File: src/lsac_pkg.sv
// shared types and constants for the line sensor centroid block
package lsac_pkg;

    localparam int CENTER_W = 4;
    localparam int COUNT_W  = 5;
    localparam int MODE_W   = 2;
    localparam int LIMIT_W  = 5;
    localparam int OUT_W    = 24;

    localparam logic CFG_MIN_WIDTH = 1'b0;
    localparam logic CFG_MAX_WIDTH = 1'b1;

    localparam logic [MODE_W-1:0] MODE_BOTH  = 2'd0;
    localparam logic [MODE_W-1:0] MODE_FRONT = 2'd1;
    localparam logic [MODE_W-1:0] MODE_REAR  = 2'd2;
    localparam logic [MODE_W-1:0] MODE_NONE  = 2'd3;

    typedef struct packed {
        logic busy;
        logic done;
    } t_div_stat;

    typedef enum logic [9:0] {
        ST_IDLE  = 10'b00_0000_0001,
        ST_SUM   = 10'b00_0000_0010,
        ST_SUMD  = 10'b00_0000_0100,
        ST_DIVTF = 10'b00_0000_1000,
        ST_DIVTR = 10'b00_0001_0000,
        ST_CNT   = 10'b00_0010_0000,
        ST_CNTD  = 10'b00_0100_0000,
        ST_DIVCF = 10'b00_1000_0000,
        ST_DIVCR = 10'b01_0000_0000,
        ST_DONE  = 10'b10_0000_0000
    } t_state;

endpackage

File: src/lsac_ram.sv
// generic single-port-write ram with registered read
module lsac_ram #(
    parameter int WIDTH = 12,
    parameter int DEPTH = 16
) (
    input  logic                     i_clk,
    input  logic                     i_we,
    input  logic [$clog2(DEPTH)-1:0] i_waddr,
    input  logic [WIDTH-1:0]         i_wdata,
    input  logic [$clog2(DEPTH)-1:0] i_raddr,
    output logic [WIDTH-1:0]         o_rdata
);

    logic [WIDTH-1:0] r_mem [DEPTH];
    logic [WIDTH-1:0] r_rdata;

    always_ff @(posedge i_clk) begin
        if (i_we) begin
            r_mem[i_waddr] <= i_wdata;
        end
        r_rdata <= r_mem[i_raddr];
    end

    assign o_rdata = r_rdata;

endmodule

File: src/lsac_div.sv
// shared restoring divider, one quotient bit per cycle
module lsac_div
    import lsac_pkg::*;
#(
    parameter int DVD_W = 18,
    parameter int DVS_W = 8
) (
    input  logic             i_clk,
    input  logic             i_rst_n,
    input  logic             i_start,
    input  logic [DVD_W-1:0] i_dividend,
    input  logic [DVS_W-1:0] i_divisor,
    output logic [DVD_W-1:0] o_quot,
    output t_div_stat        o_stat
);

    localparam int CYC_W = $clog2(DVD_W + 1);

    logic             r_busy;
    logic             r_done;
    logic [CYC_W-1:0] r_cnt;
    logic [DVS_W-1:0] r_rem;
    logic [DVS_W-1:0] r_dvs;
    logic [DVD_W-1:0] r_q;

    logic [DVS_W:0]   rem_sh;
    logic [DVS_W:0]   diff;
    logic             ge;

    assign rem_sh = {r_rem, r_q[DVD_W-1]};
    assign ge     = rem_sh >= {1'b0, r_dvs};
    assign diff   = rem_sh - {1'b0, r_dvs};

    always_ff @(posedge i_clk) begin
        if (!i_rst_n) begin
            r_busy <= 1'b0;
            r_done <= 1'b0;
            r_cnt  <= '0;
        end else begin
            r_done <= 1'b0;
            if (i_start && !r_busy) begin
                r_busy <= 1'b1;
                r_cnt  <= '0;
            end else if (r_busy) begin
                if (r_cnt == CYC_W'(DVD_W - 1)) begin
                    r_busy <= 1'b0;
                    r_done <= 1'b1;
                end
                r_cnt <= r_cnt + 1'b1;
            end
        end
    end

    always_ff @(posedge i_clk) begin
        if (i_start && !r_busy) begin
            r_rem <= '0;
            r_dvs <= i_divisor;
            r_q   <= i_dividend;
        end else if (r_busy) begin
            r_rem <= ge ? diff[DVS_W-1:0] : rem_sh[DVS_W-1:0];
            r_q   <= {r_q[DVD_W-2:0], ge};
        end
    end

    assign o_quot      = r_q;
    assign o_stat.busy = r_busy;
    assign o_stat.done = r_done;

    a_no_start_busy: assert property (@(posedge i_clk) disable iff (!i_rst_n)
        i_start |-> !r_busy) else $error("divider started while busy");

    a_done_pulse: assert property (@(posedge i_clk) disable iff (!i_rst_n)
        r_done |=> !r_done) else $error("divider done longer than one cycle");

    a_done_after_busy: assert property (@(posedge i_clk) disable iff (!i_rst_n)
        r_done |-> (!r_busy && $past(r_busy))) else $error("divider done without run");

endmodule

File: src/line_sensor_array_centroid_top.sv
// line sensor array threshold and centroid, top level with sequencer
//
// channel  dir  handshake                  payload
// s_axis   in   i_s_tvalid / o_s_tready    front_sample, rear_sample
// m_axis   out  o_m_tvalid / i_m_tready    centers, counts, line_mode
// cfg      in   i_cfg_valid / o_cfg_ready  register index, 5-bit value
//
// each sample pair beat is written to the sample rams as it is taken
// after the last sensor index the sequencer sweeps the rams (N reads) to sum the
// weighted samples, drains, does one reciprocal multiply per threshold, sweeps the
// rams (N reads) again to count lit sensors and sum their indices, drains, runs two
// passes of the ISUM_W-bit shared divider for the centers (a pass is skipped when
// its count is zero) and loads the output; o_s_tready is low meanwhile and while a
// finished result waits on a full output register
// the result sits in an output register; new beats are taken while it waits
// synchronous active-low reset; sample rams hold no reset value
module line_sensor_array_centroid_top
    import lsac_pkg::*;
#(
    parameter int SENSOR_COUNT = 16,
    parameter int WINDOW_SIZE  = 4,
    parameter int SAMPLE_BITS  = 12
) (
    input  logic                   i_clk,
    input  logic                   i_rst_n,
    input  logic                   i_s_tvalid,
    output logic                   o_s_tready,
    // front_sample, rear_sample, zero fill
    input  logic [((2*SAMPLE_BITS+7)/8)*8-1:0] i_s_tdata,
    output logic                   o_m_tvalid,
    input  logic                   i_m_tready,
    // front_center, rear_center, front_count, rear_count, line_mode, zero fill
    output logic [OUT_W-1:0]       o_m_tdata,
    input  logic                   i_cfg_valid,
    output logic                   o_cfg_ready,
    input  logic                   i_cfg_index,
    input  logic [LIMIT_W-1:0]     i_cfg_data
);

    localparam int IDX_W   = $clog2(SENSOR_COUNT);
    localparam int CNT_W   = $clog2(SENSOR_COUNT + 1);
    localparam int ISUM_W  = $clog2(SENSOR_COUNT * (SENSOR_COUNT - 1) / 2 + 1);
    localparam int WT_W    = $clog2(WINDOW_SIZE + 1);
    localparam int PROD_W  = SAMPLE_BITS + WT_W;
    localparam int WSUM    = (SENSOR_COUNT - WINDOW_SIZE + 1) * WINDOW_SIZE;
    localparam int TOT_W   = SAMPLE_BITS + $clog2(WSUM + 1);
    localparam int TH_W    = SAMPLE_BITS + 1;
    localparam int DIV2    = (SENSOR_COUNT == WINDOW_SIZE) ? 1 : SENSOR_COUNT - WINDOW_SIZE;
    localparam int DIVK    = WINDOW_SIZE * DIV2;
    localparam int CMP_W   = (CNT_W > LIMIT_W) ? CNT_W : LIMIT_W;

    // floor(x / DIVK) as (x * RCP_M) >> RCP_S, exact for every TOT_W-bit x
    localparam int     RCP_S = TOT_W + $clog2(DIVK);
    localparam longint RCP_M = ((longint'(1) << RCP_S) + longint'(DIVK) - 1) / longint'(DIVK);
    localparam int     RCP_W = $clog2(RCP_M + 1);
    localparam int     MUL_W = TOT_W + RCP_W;

    function automatic int f_weight(int i);
        int w;
        w = i + 1;
        if (WINDOW_SIZE < w) w = WINDOW_SIZE;
        if (SENSOR_COUNT - i < w) w = SENSOR_COUNT - i;
        if (SENSOR_COUNT - WINDOW_SIZE + 1 < w) w = SENSOR_COUNT - WINDOW_SIZE + 1;
        return w;
    endfunction

    t_state              r_state;
    t_state              n_state;
    logic [IDX_W-1:0]    r_wr_idx;
    logic [IDX_W-1:0]    r_idx;
    logic                r_pipe_vld;
    logic                r_pipe_sum;
    logic [IDX_W-1:0]    r_pipe_idx;
    logic                r_go;
    logic [TOT_W-1:0]    r_tot_f;
    logic [TOT_W-1:0]    r_tot_r;
    logic [TH_W-1:0]     r_th_f;
    logic [TH_W-1:0]     r_th_r;
    logic [CNT_W-1:0]    r_cnt_f;
    logic [CNT_W-1:0]    r_cnt_r;
    logic [ISUM_W-1:0]   r_isum_f;
    logic [ISUM_W-1:0]   r_isum_r;
    logic [CENTER_W-1:0] r_ctr_f;
    logic [CENTER_W-1:0] r_ctr_r;
    logic [LIMIT_W-1:0]  r_min_w;
    logic [LIMIT_W-1:0]  r_max_w;
    logic                r_out_vld;
    logic [OUT_W-1:0]    r_out;

    logic                   in_beat;
    logic [SAMPLE_BITS-1:0] in_f;
    logic [SAMPLE_BITS-1:0] in_r;
    logic [SAMPLE_BITS-1:0] rd_f;
    logic [SAMPLE_BITS-1:0] rd_r;
    logic [WT_W-1:0]        wt;
    logic [PROD_W-1:0]      prod_f;
    logic [PROD_W-1:0]      prod_r;
    logic                   lit_f;
    logic                   lit_r;
    logic [TOT_W-1:0]       th_src;
    logic [MUL_W-1:0]       th_prod;
    logic                   div_start;
    logic [ISUM_W-1:0]      div_dvd;
    logic [CNT_W-1:0]       div_dvs;
    logic [ISUM_W-1:0]      div_q;
    t_div_stat              div_stat;
    logic                   out_free;
    logic                   fok;
    logic                   rok;
    logic [MODE_W-1:0]      mode;

    assign in_beat     = i_s_tvalid && o_s_tready;
    assign in_f        = i_s_tdata[SAMPLE_BITS-1:0];
    assign in_r        = i_s_tdata[2*SAMPLE_BITS-1:SAMPLE_BITS];
    assign o_s_tready  = (r_state == ST_IDLE);
    assign o_cfg_ready = 1'b1;
    assign out_free    = !r_out_vld || i_m_tready;

    lsac_ram #(.WIDTH(SAMPLE_BITS), .DEPTH(SENSOR_COUNT)) u_front_ram (
        .i_clk   (i_clk),
        .i_we    (in_beat),
        .i_waddr (r_wr_idx),
        .i_wdata (in_f),
        .i_raddr (r_idx),
        .o_rdata (rd_f)
    );

    lsac_ram #(.WIDTH(SAMPLE_BITS), .DEPTH(SENSOR_COUNT)) u_rear_ram (
        .i_clk   (i_clk),
        .i_we    (in_beat),
        .i_waddr (r_wr_idx),
        .i_wdata (in_r),
        .i_raddr (r_idx),
        .o_rdata (rd_r)
    );

    lsac_div #(.DVD_W(ISUM_W), .DVS_W(CNT_W)) u_div (
        .i_clk      (i_clk),
        .i_rst_n    (i_rst_n),
        .i_start    (div_start),
        .i_dividend (div_dvd),
        .i_divisor  (div_dvs),
        .o_quot     (div_q),
        .o_stat     (div_stat)
    );

    assign wt     = WT_W'(f_weight(int'(r_pipe_idx)));
    assign prod_f = PROD_W'(rd_f) * PROD_W'(wt);
    assign prod_r = PROD_W'(rd_r) * PROD_W'(wt);
    assign lit_f  = TH_W'(rd_f) > r_th_f;
    assign lit_r  = TH_W'(rd_r) > r_th_r;

    // one shared reciprocal multiplier for both thresholds
    assign th_src  = (r_state == ST_DIVTR) ? r_tot_r : r_tot_f;
    assign th_prod = MUL_W'(th_src) * MUL_W'(RCP_M);

    assign fok = (CMP_W'(r_cnt_f) >= CMP_W'(r_min_w)) && (CMP_W'(r_cnt_f) <= CMP_W'(r_max_w));
    assign rok = (CMP_W'(r_cnt_r) >= CMP_W'(r_min_w)) && (CMP_W'(r_cnt_r) <= CMP_W'(r_max_w));

    always_comb begin
        if (fok && rok) mode = MODE_BOTH;
        else if (fok)   mode = MODE_FRONT;
        else if (rok)   mode = MODE_REAR;
        else            mode = MODE_NONE;
    end

    always_comb begin
        n_state   = r_state;
        div_start = 1'b0;
        div_dvd   = r_isum_f;
        div_dvs   = r_cnt_f;
        unique case (r_state)
            ST_IDLE: begin
                if (in_beat && r_wr_idx == IDX_W'(SENSOR_COUNT - 1)) n_state = ST_SUM;
            end
            ST_SUM: begin
                if (r_idx == IDX_W'(SENSOR_COUNT - 1)) n_state = ST_SUMD;
            end
            ST_SUMD: n_state = ST_DIVTF;
            ST_DIVTF: n_state = ST_DIVTR;
            ST_DIVTR: n_state = ST_CNT;
            ST_CNT: begin
                if (r_idx == IDX_W'(SENSOR_COUNT - 1)) n_state = ST_CNTD;
            end
            ST_CNTD: n_state = ST_DIVCF;
            ST_DIVCF: begin
                if (r_cnt_f == '0) begin
                    n_state = ST_DIVCR;
                end else begin
                    div_start = !r_go;
                    if (div_stat.done) n_state = ST_DIVCR;
                end
            end
            ST_DIVCR: begin
                div_dvd = r_isum_r;
                div_dvs = r_cnt_r;
                if (r_cnt_r == '0) begin
                    n_state = ST_DONE;
                end else begin
                    div_start = !r_go;
                    if (div_stat.done) n_state = ST_DONE;
                end
            end
            ST_DONE: begin
                if (out_free) n_state = ST_IDLE;
            end
            default: n_state = ST_IDLE;
        endcase
    end

    // control state
    always_ff @(posedge i_clk) begin
        if (!i_rst_n) begin
            r_state    <= ST_IDLE;
            r_wr_idx   <= '0;
            r_idx      <= '0;
            r_pipe_vld <= 1'b0;
            r_go       <= 1'b0;
            r_out_vld  <= 1'b0;
            r_min_w    <= LIMIT_W'(3);
            r_max_w    <= LIMIT_W'(6);
        end else begin
            r_state <= n_state;
            if (in_beat) begin
                r_wr_idx <= (r_wr_idx == IDX_W'(SENSOR_COUNT - 1)) ? '0 : r_wr_idx + 1'b1;
            end
            r_pipe_vld <= (r_state == ST_SUM) || (r_state == ST_CNT);
            if ((r_state == ST_SUM) || (r_state == ST_CNT)) begin
                r_idx <= (r_idx == IDX_W'(SENSOR_COUNT - 1)) ? '0 : r_idx + 1'b1;
            end
            if (div_start) begin
                r_go <= 1'b1;
            end else if (div_stat.done) begin
                r_go <= 1'b0;
            end
            if (r_state == ST_DONE && out_free) begin
                r_out_vld <= 1'b1;
            end else if (i_m_tready) begin
                r_out_vld <= 1'b0;
            end
            if (i_cfg_valid && o_cfg_ready) begin
                unique case (i_cfg_index)
                    CFG_MIN_WIDTH: r_min_w <= i_cfg_data;
                    CFG_MAX_WIDTH: r_max_w <= i_cfg_data;
                    default: ;
                endcase
            end
        end
    end

    // datapath
    always_ff @(posedge i_clk) begin
        r_pipe_idx <= r_idx;
        r_pipe_sum <= (r_state == ST_SUM);
        if (in_beat) begin
            r_tot_f  <= '0;
            r_tot_r  <= '0;
            r_cnt_f  <= '0;
            r_cnt_r  <= '0;
            r_isum_f <= '0;
            r_isum_r <= '0;
        end else if (r_pipe_vld && r_pipe_sum) begin
            r_tot_f <= r_tot_f + TOT_W'(prod_f);
            r_tot_r <= r_tot_r + TOT_W'(prod_r);
        end else if (r_pipe_vld) begin
            if (lit_f) begin
                r_cnt_f  <= r_cnt_f + 1'b1;
                r_isum_f <= r_isum_f + ISUM_W'(r_pipe_idx);
            end
            if (lit_r) begin
                r_cnt_r  <= r_cnt_r + 1'b1;
                r_isum_r <= r_isum_r + ISUM_W'(r_pipe_idx);
            end
        end
        if (r_state == ST_DIVTF) r_th_f <= TH_W'(th_prod >> RCP_S);
        if (r_state == ST_DIVTR) r_th_r <= TH_W'(th_prod >> RCP_S);
        if (r_state == ST_DIVCF) begin
            if (r_cnt_f == '0) r_ctr_f <= '0;
            else if (div_stat.done) r_ctr_f <= CENTER_W'(div_q);
        end
        if (r_state == ST_DIVCR) begin
            if (r_cnt_r == '0) r_ctr_r <= '0;
            else if (div_stat.done) r_ctr_r <= CENTER_W'(div_q);
        end
        if (r_state == ST_DONE && out_free) begin
            r_out <= OUT_W'({mode, COUNT_W'(r_cnt_r), COUNT_W'(r_cnt_f), r_ctr_r, r_ctr_f});
        end
    end

    assign o_m_tvalid = r_out_vld;
    assign o_m_tdata  = r_out;

endmodule
File: config.mk
export PLATFORM = sky130hd
export DESIGN_NAME = line_sensor_array_centroid_top
export DESIGN_NICKNAME = d
export VERILOG_FILES = /design/src/lsac_pkg.sv /design/src/lsac_ram.sv /design/src/lsac_div.sv /design/src/line_sensor_array_centroid_top.sv
export SDC_FILE = /design/constraint.sdc
export NUM_CORES = 1
export LEC_CHECK = 0
export BUFFER_PORTS_ARGS = -buffer_cell sky130_fd_sc_hd__buf_2
export CORE_UTILIZATION = 49
export DETAILED_ROUTE_END_ITERATION = 16
export GPL_TIMING_DRIVEN = 0
export SETUP_SLACK_MARGIN = 0.1
export SYNTH_ARGS = -nofsm -noshare
export SYNTH_HDL_FRONTEND = slang
export SYNTH_SLANG_ARGS = --single-unit
File: constraint.sdc
create_clock -name i_clk -period 10 [get_ports i_clk]
set_clock_uncertainty 0.2 [all_clocks]
set_input_delay 0.5 -clock i_clk [delete_from_list [all_inputs] [get_ports i_clk]]
set_output_delay 0.5 -clock i_clk [all_outputs]
set_load 0.005 [all_outputs]
; ---- Word-level counts from Yosys, hierarchy flattened
; Memory sizes are Yosys's and may differ from the RTL's. A register that Yosys moved wholly into a read port is not among the register bits.
; Index checks and enable logic that the tools add are counted.
[word_totals]
register_bits = 172
latch_bits = 0
mem_bits_rw = 384
mem_bits_ro = 0
in_bits = 35
output_inout_bits = 27
word_cells = 145
memories = 2
[memory_table]
columns = name, depth, word_bits, rd, rd_clocked_by_memory_dff, wr, line
row1 = u_front_ram.r_mem, 16, 12, 1, 1, 1, lsac_ram.sv:14  ; logic [WIDTH-1:0] r_mem [DEPTH];
row2 = u_rear_ram.r_mem, 16, 12, 1, 1, 1, lsac_ram.sv:14
[op_classes]
add_sub_neg = 12
n_mul = 3
div_mod_pow = 0
magnitude_cmp = 10
n_eq_ne = 19
shift = 0
muxes = 36
n_bitwise = 4
n_reduce_logical = 30
[op_table]
columns = op, count
row1 = $pmux 10 s10, 1
row2 = $mux 10, 8
row3 = $add 18x15->18, 2
row4 = $mul 18x18->36 const B, 1
row5 = $lt 32x32->1, 1
row6 = $lt 5x32->1 const A, 1
row7 = $mux 32, 1
row8 = $mul 12x3->15, 2
row9 = $gt 12x13->1, 2
row10 = $mux 7, 3
row11 = $mux 18, 1
row12 = $mux 5, 3
row13 = $add 7x4->7, 2
row14 = $mux 1, 14
row15 = $mux 4, 3
row16 = $add 5x1->5 const B, 2
row17 = $eq 10x1->1 const B, 1
row18 = $eq 10x10->1 const B, 1
row19 = $eq 10x2->1 const B, 1
row20 = $eq 10x3->1 const B, 1
row21 = $eq 10x4->1 const B, 1
row22 = $eq 10x5->1 const B, 1
row23 = $eq 10x6->1 const B, 1
row24 = $eq 10x7->1 const B, 1
row25 = other kinds (29), 59

; ---- Logic depth before layout (Yosys ltp)
; Gate-level depths: netlist of run 1.
[depth]
depth_word = 9
ltp_mapped = 27
depth_no_buf = 24

; ---- By module
; A second synthesis of run 1 with hierarchy kept.
[hier_totals]
cells_unflattened = 2415
area_unflattened_um2 = 32015.7
[by_module_without_submodules]
columns = module, instances, cells_each, area_per_inst_um2, seq_area_each_um2
row1 = line_sensor_array_centroid_top, 1, 1659, 15703.8, 3543.4
row2 = lsac_ram, 2, 329, 7599.8, 6005.8
row3 = lsac_div, 1, 98, 1112.3, 560.5

; ---- Least setup slack after synthesis of run 1
; No wires, ideal clock.
[synth_path]
path_kind = register to register
from = register r_state[1]
to = register r_th_f[5], data pin
setup_ns = 0.221
t_arrival_ns = 7.294
required_time_ns = 9.579
setup_slack_ns = 2.285
path_stages_with_launch = 24
path_buffers = 2
synth_period_minus_slack_ns = 7.715
cell_sequence = dfxtp_1 > or4_4 > or4b_4 > or3b_1 > buf_6 > buf_6 > a21oi_1 > inv_1 > ha_1 > inv_1 > fa_1 > inv_1 > fa_1 > fa_1 > fa_1 > fa_1 > ha_1 > a21oi_1 > o211ai_1 > a21o_1 > a211o_1 > o21ai_0 > or4b_2 > o311ai_0
[synth_via]
elab_chain_len = 3
[synth_lines]
columns = element, line
row1 = "start, declared", line_sensor_array_centroid_top.sv:67  ; t_state r_state;
row2 = "start signal, assigned", line_sensor_array_centroid_top.sv:223  ; r_state <= n_state;
row3 = $eq 10x5->1, line_sensor_array_centroid_top.sv:154  ; assign th_src = (r_state == ST_DIVTR) ? r_tot_r : r_tot_f;
row4 = $mux 18, line_sensor_array_centroid_top.sv:154
row5 = $mul 18x18->36, line_sensor_array_centroid_top.sv:155  ; assign th_prod = MUL_W'(th_src) * MUL_W'(RCP_M);
row6 = named net th_prod[29], line_sensor_array_centroid_top.sv:101  ; logic [MUL_W-1:0] th_prod;
row7 = "end signal, assigned", line_sensor_array_centroid_top.sv:275  ; if (r_state == ST_DIVTF) r_th_f <= TH_W'(th_prod >> RCP_S);
row8 = "end, declared", line_sensor_array_centroid_top.sv:77  ; logic [TH_W-1:0] r_th_f;
; The timed path passes the listed nets, and every way through them passes these cells.
; A chain may end at the register's enable or synchronous reset.

; ---- Worst setup path in the final report of run 1
; Same ends and word-level chain as after synthesis.

==> results of run 1 <==
-- worst paths after layout --
check | slack (ps) | endpoint | startpoint | depth (start not counted)
worst min-delay path | 20 | r_state[5] | i_rst_n | 3
worst min register to register | 140 | r_pipe_idx[2] | r_idx[2] | 0
worst max register to register | 760 | r_th_f[5] | r_state[1] | 23
worst max-delay path | 760 | r_th_f[5] | r_state[1] | 23
-- layout make-up --
| type | instances | area [um2] |
|---|---|---|
| Clock buffer | 80 | 1620 |
| Inverter | 343 | 1290 |
| Fill cell | 5312 | 28300 |
| Multi-Input combinational cell | 1423 | 14500 |
| Buffer | 73 | 323 |
| Antenna cell | 3 | 7.51 |
| Clock inverter | 32 | 354 |
| Tap cell | 855 | 1070 |
| Timing Repair Buffer | 113 | 1010 |
| Sequential cell | 580 | 16100 |
-- state kept, by name (all words and copies together) (netlist names), 10 cells and up --
register             count
o_m_tdata               20
r_state                 10
r_th_f                  13
r_th_r                  13
r_tot_f                 18
r_tot_r                 18
u_front_ram.o_rdata     12
u_front_ram.r_mem      192
u_rear_ram.o_rdata      12
u_rear_ram.r_mem       192
-- worst max-delay path, stage by stage, from the launching register on --
cell and delay (ps):
dfxtp_1 350, or4_4 580, or4b_4 550, or3b_1 380
buf_6 170, buf_6 150, a21oi_1 560, inv_1 280
ha_1 450, inv_1 80, fa_1 520, inv_1 70
fa_1 520, fa_1 530, fa_1 540, fa_1 510
ha_1 370, a21oi_1 200, o211ai_1 190, a21o_1 260
a211o_1 320, o21ai_0 250, or4b_2 600, o311ai_0 260
-- repair_timing --
action / 4_1_cts / 5_1_grt
endpoints found under the hold margin: 244 / 0
hold buffers: 27 / 0
gates resized for setup: 0 / 0
-- routing by layer --
layer / routed length (um) / part of all wire
met1: 34200 / 0.42
met2: 41300 / 0.51
met3: 3650 / 0.045
met4: 2040 / 0.025
met5: 0 / 0
-- kinds of logic (layout without fill, tap and decap cells) --
family / after synthesis / count (layout)
other cells: 2 / 11
fa+ha+maj: 425 / 425
simple gates: 481 / 481
xor+xnor: 44 / 44
compound gates: 313 / 313
buf+inv: 416 / 641
flops: 580 / 580
mux: 152 / 152
-- metrics by stage --
stage               cell area, um2  hold WS (ps)  instances
floorplan                    32100           129       2419
global placement             33500           136       3330
detailed placement           34100           137       3360
CTS                          36300          2.83       3499
global route                 36300          16.6       3502
finish                       36300          24.7       3502
-- layout by cell type, fill, tap and decap left out, types with 16 or more instances in the layout --
cell type      synthesis  routed
buf_2                  3      60
buf_1                 16      16
and2_1                46      46
a21o_1                28      28
nor2b_1               49      48
ha_1                 265     265
edfxtp_1             450     450
a21oi_1              106     106
dfxtp_1              130     130
nand2_1              124     124
o21ai_0               62      60
inv_1                341     341
fa_1                 160     160
nor3_1                22      18
clkbuf_1              45      62
nand3_1               47      47
mux4_2               120     120
mux2i_1               22      22
xor2_1                20      20
nor2_1                97      85
dlygate4sd3_1          0      27
nand2b_1              25      25
clkbuf_16              0      61
xnor2_1               24      24
-- where the power goes --
group | internal [mW] | switching [mW] | leakage (nW)
clock | 1.27 | 0.955 | 0.951
sequential | 2.62 | 0.0196 | 5.11
combinational | 0.102 | 0.155 | 8.80
==> flow_metrics.py, run 1 <==
metrics = {
    "floorplan": {
        "rows": 93,
        "die-area_mm2": 0.0666,
        "io_pins": 62,
        "start_util": 0.497,
        "die_h_um": 258,
        "core-area_mm2": 0.0646,
        "die_x_um": 258,
    },
    "yosys": {
        "ys.flop_type": "edfxtp_1",
        "synth.most_common_cell": "edfxtp_1",
        "synth_fa_ha_area_frac": 0.203,
        "synth_xor_area_frac": 0.0120,
        "synth_edf_count": 450,
        "synth.avg_cell_area_um2": 13.3,
        "synth_common_cells": "edfxtp_1 (450), inv_1 (341), ha_1 (265)",
        "synth.area.top_cells": "edfxtp_1 (42%), ha_1 (10%), fa_1 (10%)",
        "muxShareOfSynthArea": 0.0949,
        "yosys_register_bits": 580,
        "syn_area_mm2": 0.0321,
        "synth_top_family_by_area": "adder cells",
        "synthCells": 2413,
        "ys_warn_count": 0,
        "synth_seq_area_share": 0.502,
        "synth_area_leader_cell": "edfxtp_1",
        "synth_compound_area_frac": 0.0619,
        "ys_types": 77,
        "ys_async_sr_fraction": 0,
        "yosys.area_share.simple": 0.0761,
        "synth_top_area_frac": 0.421,
    },
    "cts": {
        "cts.sink_count": 580,
        "post-cts-setup-buffers": 0,
        "insertion_delay_ps": 670,
        "root_buffer": "clkbuf_16",
        "cts.htree.levels": 2,
        "cts_tree": "built",
        "clockBufferDepth": 3,
        "clkTransAtPathRegs_ps": 60,
        "cts_buffers": 60,
    },
    "cells_and_area": {
        "syn_to_final_growth_pct": 13.1,
        "final_nets": 3054,
        "fin_util": 0.562,
        "drive_gt1_frac": 0.130,
    },
    "route": {
        "ant_nets": 0,
        "first_iter_violations": 1442,
        "wl_per_cell_um": 23.2,
        "drc": 0,
        "drt_wl_total_mm": 81.2,
        "first_pass_iters": 5,
        "vias_per_cell": 5.63,
        "vias": 19700,
    },
    "timing": {
        "setup_viol": 0,
        "drv_slew": 0,
        "period_share": 0.924,
        "max_freq_ghz": 0.108,
        "relSlewSlack": 0.213,
        "fin_ws_ps": 761,
        "finalHoldViolCount": 0,
        "period_minus_slack_ps": 9240,
        "tns_ps": 0,
        "rsz0062_at_grt": "false",
        "worstMarginPinSlew_ps": 1180,
    },
    "pwr": {
        "p_leak_nw": 14.9,
        "total_power_mw": 5.12,
        "peakVddDrop_mv": 0.174,
        "p_per_area_mw_per_mm2": 141,
    },
    "grt": {
        "met2_usage": 0.436,
        "use_met1": 0.329,
        "antenna_found_initial": 4,
        "grt_max_degree": 23,
        "grt_pass1_vias": 20300,
        "grt_busiest_layer": "met2",
        "overflow": 0,
        "grt_pass1_wl_mm": 124,
        "grtUsageTotal": 0.249,
        "grt_util_met3": 0.0290,
    },
    "critical_path": {
        "crit_fanout": 10,
        "cp.required_ps": 10090,
        "cp-end-kind": "flop",
        "critical_path_arrival_ps": 9330,
        "worstSetupPathType": "reg -> reg",
        "worstSetupStartpointType": "flop",
    },
    "min_path": {
        "hold_class": "in -> reg",
    },
    "placement": {
        "dp_hpwl_mm": 60.7,
        "gp_congestion": 0.939,
        "port_buffers": 56,
        "pre_cts_ws_ps": 653,
    },
    "run": {
        "max-cap-violations": 0,
    },
    "status": {
        "status": "complete, no violations",
    },
}
Note: power is estimated with default switching activity, not from simulation.
==> run 2, diff against run 1 <==
Settings changed: PLACE_DENSITY_LB_ADDON set to 0.25.
==> run 2 against run 1 <==
  * Non-clock buffer count shrank 25
  * Flip-flop and latch count is the same
  * Via count shrank 0.45%
  * Final area shrank 0.85%
  * Global-route usage shrank 1.1 points
  * Critical endpoint unchanged
  * Combinational power shrank 3%
  * Final cell count shrank 0.86%
  * Critical path depth shrank 1
  * Core utilization shrank 0.48 points
  * Setup slack gained 58 ps
  * Clock power shrank 2%
  * Count of clock-buffer cells in the layout shrank 12
==> flow_metrics.py, run 2 (synthesis gave the netlist of run 1 again) <==
metrics = {
    "grt": {
        "grt_pass1_vias": 20300,
        "overflow": 0,
        "grt_pass1_wl_mm": 120,
        "antenna_found_initial": 5,
        "grtUsageTotal": 0.238,
        "grt_max_degree": 23,
    },
    "cts": {
        "ctsResizeCount": 0,
        "ctsHoldBuffers": 5,
        "clkTransAtPathRegs_ps": 60,
        "clockBufferDepth": 3,
        "cts.htree.levels": 2,
        "root_buffer": "clkbuf_16",
        "cts_buffers": 58,
        "post-cts-setup-buffers": 0,
        "insertion_delay_ps": 630,
        "cts.sink_count": 580,
        "cts_tree": "built",
    },
    "floorplan": {
        "io_pins": 62,
        "die-area_mm2": 0.0666,
        "start_util": 0.497,
        "core-area_mm2": 0.0646,
        "die_x_um": 258,
        "die_h_um": 258,
        "rows": 93,
    },
    "critical_path": {
        "cp.required_ps": 10110,
        "worstSetupPathType": "reg -> reg",
        "crit_fanout": 10,
        "crit_path_start": "r_state[1]",
        "worstSetupStartpointType": "flop",
        "r2r_setup_slack_ps": 820,
        "r2r-end": "r_th_f[5]",
        "cp-end-kind": "flop",
        "critical_path_arrival_ps": 9290,
        "r2r_cells": 22,
        "cp-endpoint": "r_th_f[5]",
        "timing.rr.start": "r_state[1]",
    },
    "cells_and_area": {
        "final_nets": 3027,
        "final_common_cell": "edfxtp_1",
        "layout_common_cells": "edfxtp_1 (450), inv_1 (341), ha_1 (265), fa_1 (160), dfxtp_1 (130)",
        "nFillCells": 5202,
        "syn_to_final_growth_pct": 12.1,
        "multiInputGateArea_mm2": 0.0145,
        "drive_gt1_frac": 0.130,
        "seq_area_mm2": 0.0161,
    },
    "placement": {
        "dp_hpwl_mm": 57.8,
        "gp_congestion": 0.928,
        "pre_cts_ws_ps": 776,
        "port_buffers": 56,
    },
    "timing": {
        "period_share": 0.918,
        "finalHoldViolCount": 0,
        "relSlewSlack": 0.131,
        "tns_ps": 0,
        "max_freq_ghz": 0.109,
        "drv_slew": 0,
        "rsz0062_at_grt": "false",
        "hold-worst-slack_ps": 26.0,
        "fin_ws_ps": 819,
        "worstMarginPinSlew_ps": 1290,
        "period_minus_slack_ps": 9180,
        "setup_viol": 0,
    },
    "pwr": {
        "p_clk_frac": 0.431,
        "p_int_mw": 3.97,
        "combPwrFrac": 0.049,
        "switching_share": 0.218,
        "switchingPower_mw": 1.11,
        "p_per_area_mw_per_mm2": 141,
        "pwr-share-seq": 0.519,
        "peakVddDrop_mv": 0.198,
        "p_leak_nw": 14.7,
        "total_power_mw": 5.08,
    },
    "route": {
        "vias": 19600,
        "first_iter_violations": 1464,
        "vias_per_cell": 5.65,
        "wl_per_cell_um": 22.3,
        "drc": 0,
        "ant_nets": 0,
        "drt_wl_total_mm": 77.4,
        "first_pass_iters": 5,
    },
    "min_path": {
        "hold_class": "in -> reg",
    },
    "run": {
        "max-cap-violations": 0,
    },
    "status": {
        "status": "complete, no violations",
    },
}
-- run 2: worst max-delay path: stages (launching register included) --
cell and delay, ps:
dfxtp_1 370, or4_4 580, or4b_4 550, or3b_1 390
buf_6 160, buf_6 150, a21oi_1 550, inv_1 330
ha_1 430, inv_1 80, fa_1 500, inv_1 50
fa_1 550, fa_1 530, fa_1 530, fa_1 500
ha_1 380, nand4_1 170, nor2_1 320, nand3_1 220
a211oi_1 410, o21ai_0 230, o311ai_0 700
-- run 2: worst min path at each step --
stage,from,to,slack (ps),cells after the start
6_report,i_cfg_index,r_max_w[4],30,3
5_1_grt,i_s_tdata[7],u_front_ram.r_mem[1][7],30,1
4_1_cts,i_cfg_index,r_max_w[3],1,3
3_5_place_dp,r_idx[2],r_pipe_idx[2],140,0
3_3_place_gp,r_idx[2],r_pipe_idx[2],140,0
2_1_floorplan,r_idx[2],r_pipe_idx[2],130,0
-- run 2: power by group through the flow --
stage	logic [mW]	clock network [mW]	registers [mW]
after detailed placement	0.245	0	2.69
after CTS	0.248	2.23	2.64
after floorplan	0.157	0	2.68
after global routing	0.279	2.32	2.64
after global placement	0.228	0	2.69
final	0.250	2.19	2.64
-- run 2: cell type report --
type / count / share of cell area
Antenna cell: 1 / 0.0000695
Buffer: 73 / 0.00896
Clock buffer: 68 / 0.0413
Clock inverter: 41 / 0.0123
Inverter: 343 / 0.0358
Multi-Input combinational cell: 1423 / 0.404
Sequential cell: 580 / 0.448
Tap cell: 855 / 0.0297
Timing Repair Buffer: 88 / 0.0207
-- run 2: metal layers --
metal  vias to the layer above  GRT usage  part of all wire
met3                       173     0.0438             0.060
met1                      9883      0.303              0.40
li1                       8957          -                 -
met2                       597      0.408              0.50
met5                         -          0           0.00080
met4                        10     0.0874             0.038
-- run 2: stage by stage --
| stage | cell area [um2] | instances | util |
|---|---|---|---|
| global placement | 33500 | 3330 | 0.519 |
| detailed placement | 34000 | 3357 | 0.527 |
| global route | 36000 | 3471 | 0.558 |
| finish | 36000 | 3472 | 0.558 |
| floorplan | 32100 | 2419 | - |
| CTS | 36000 | 3471 | 0.558 |
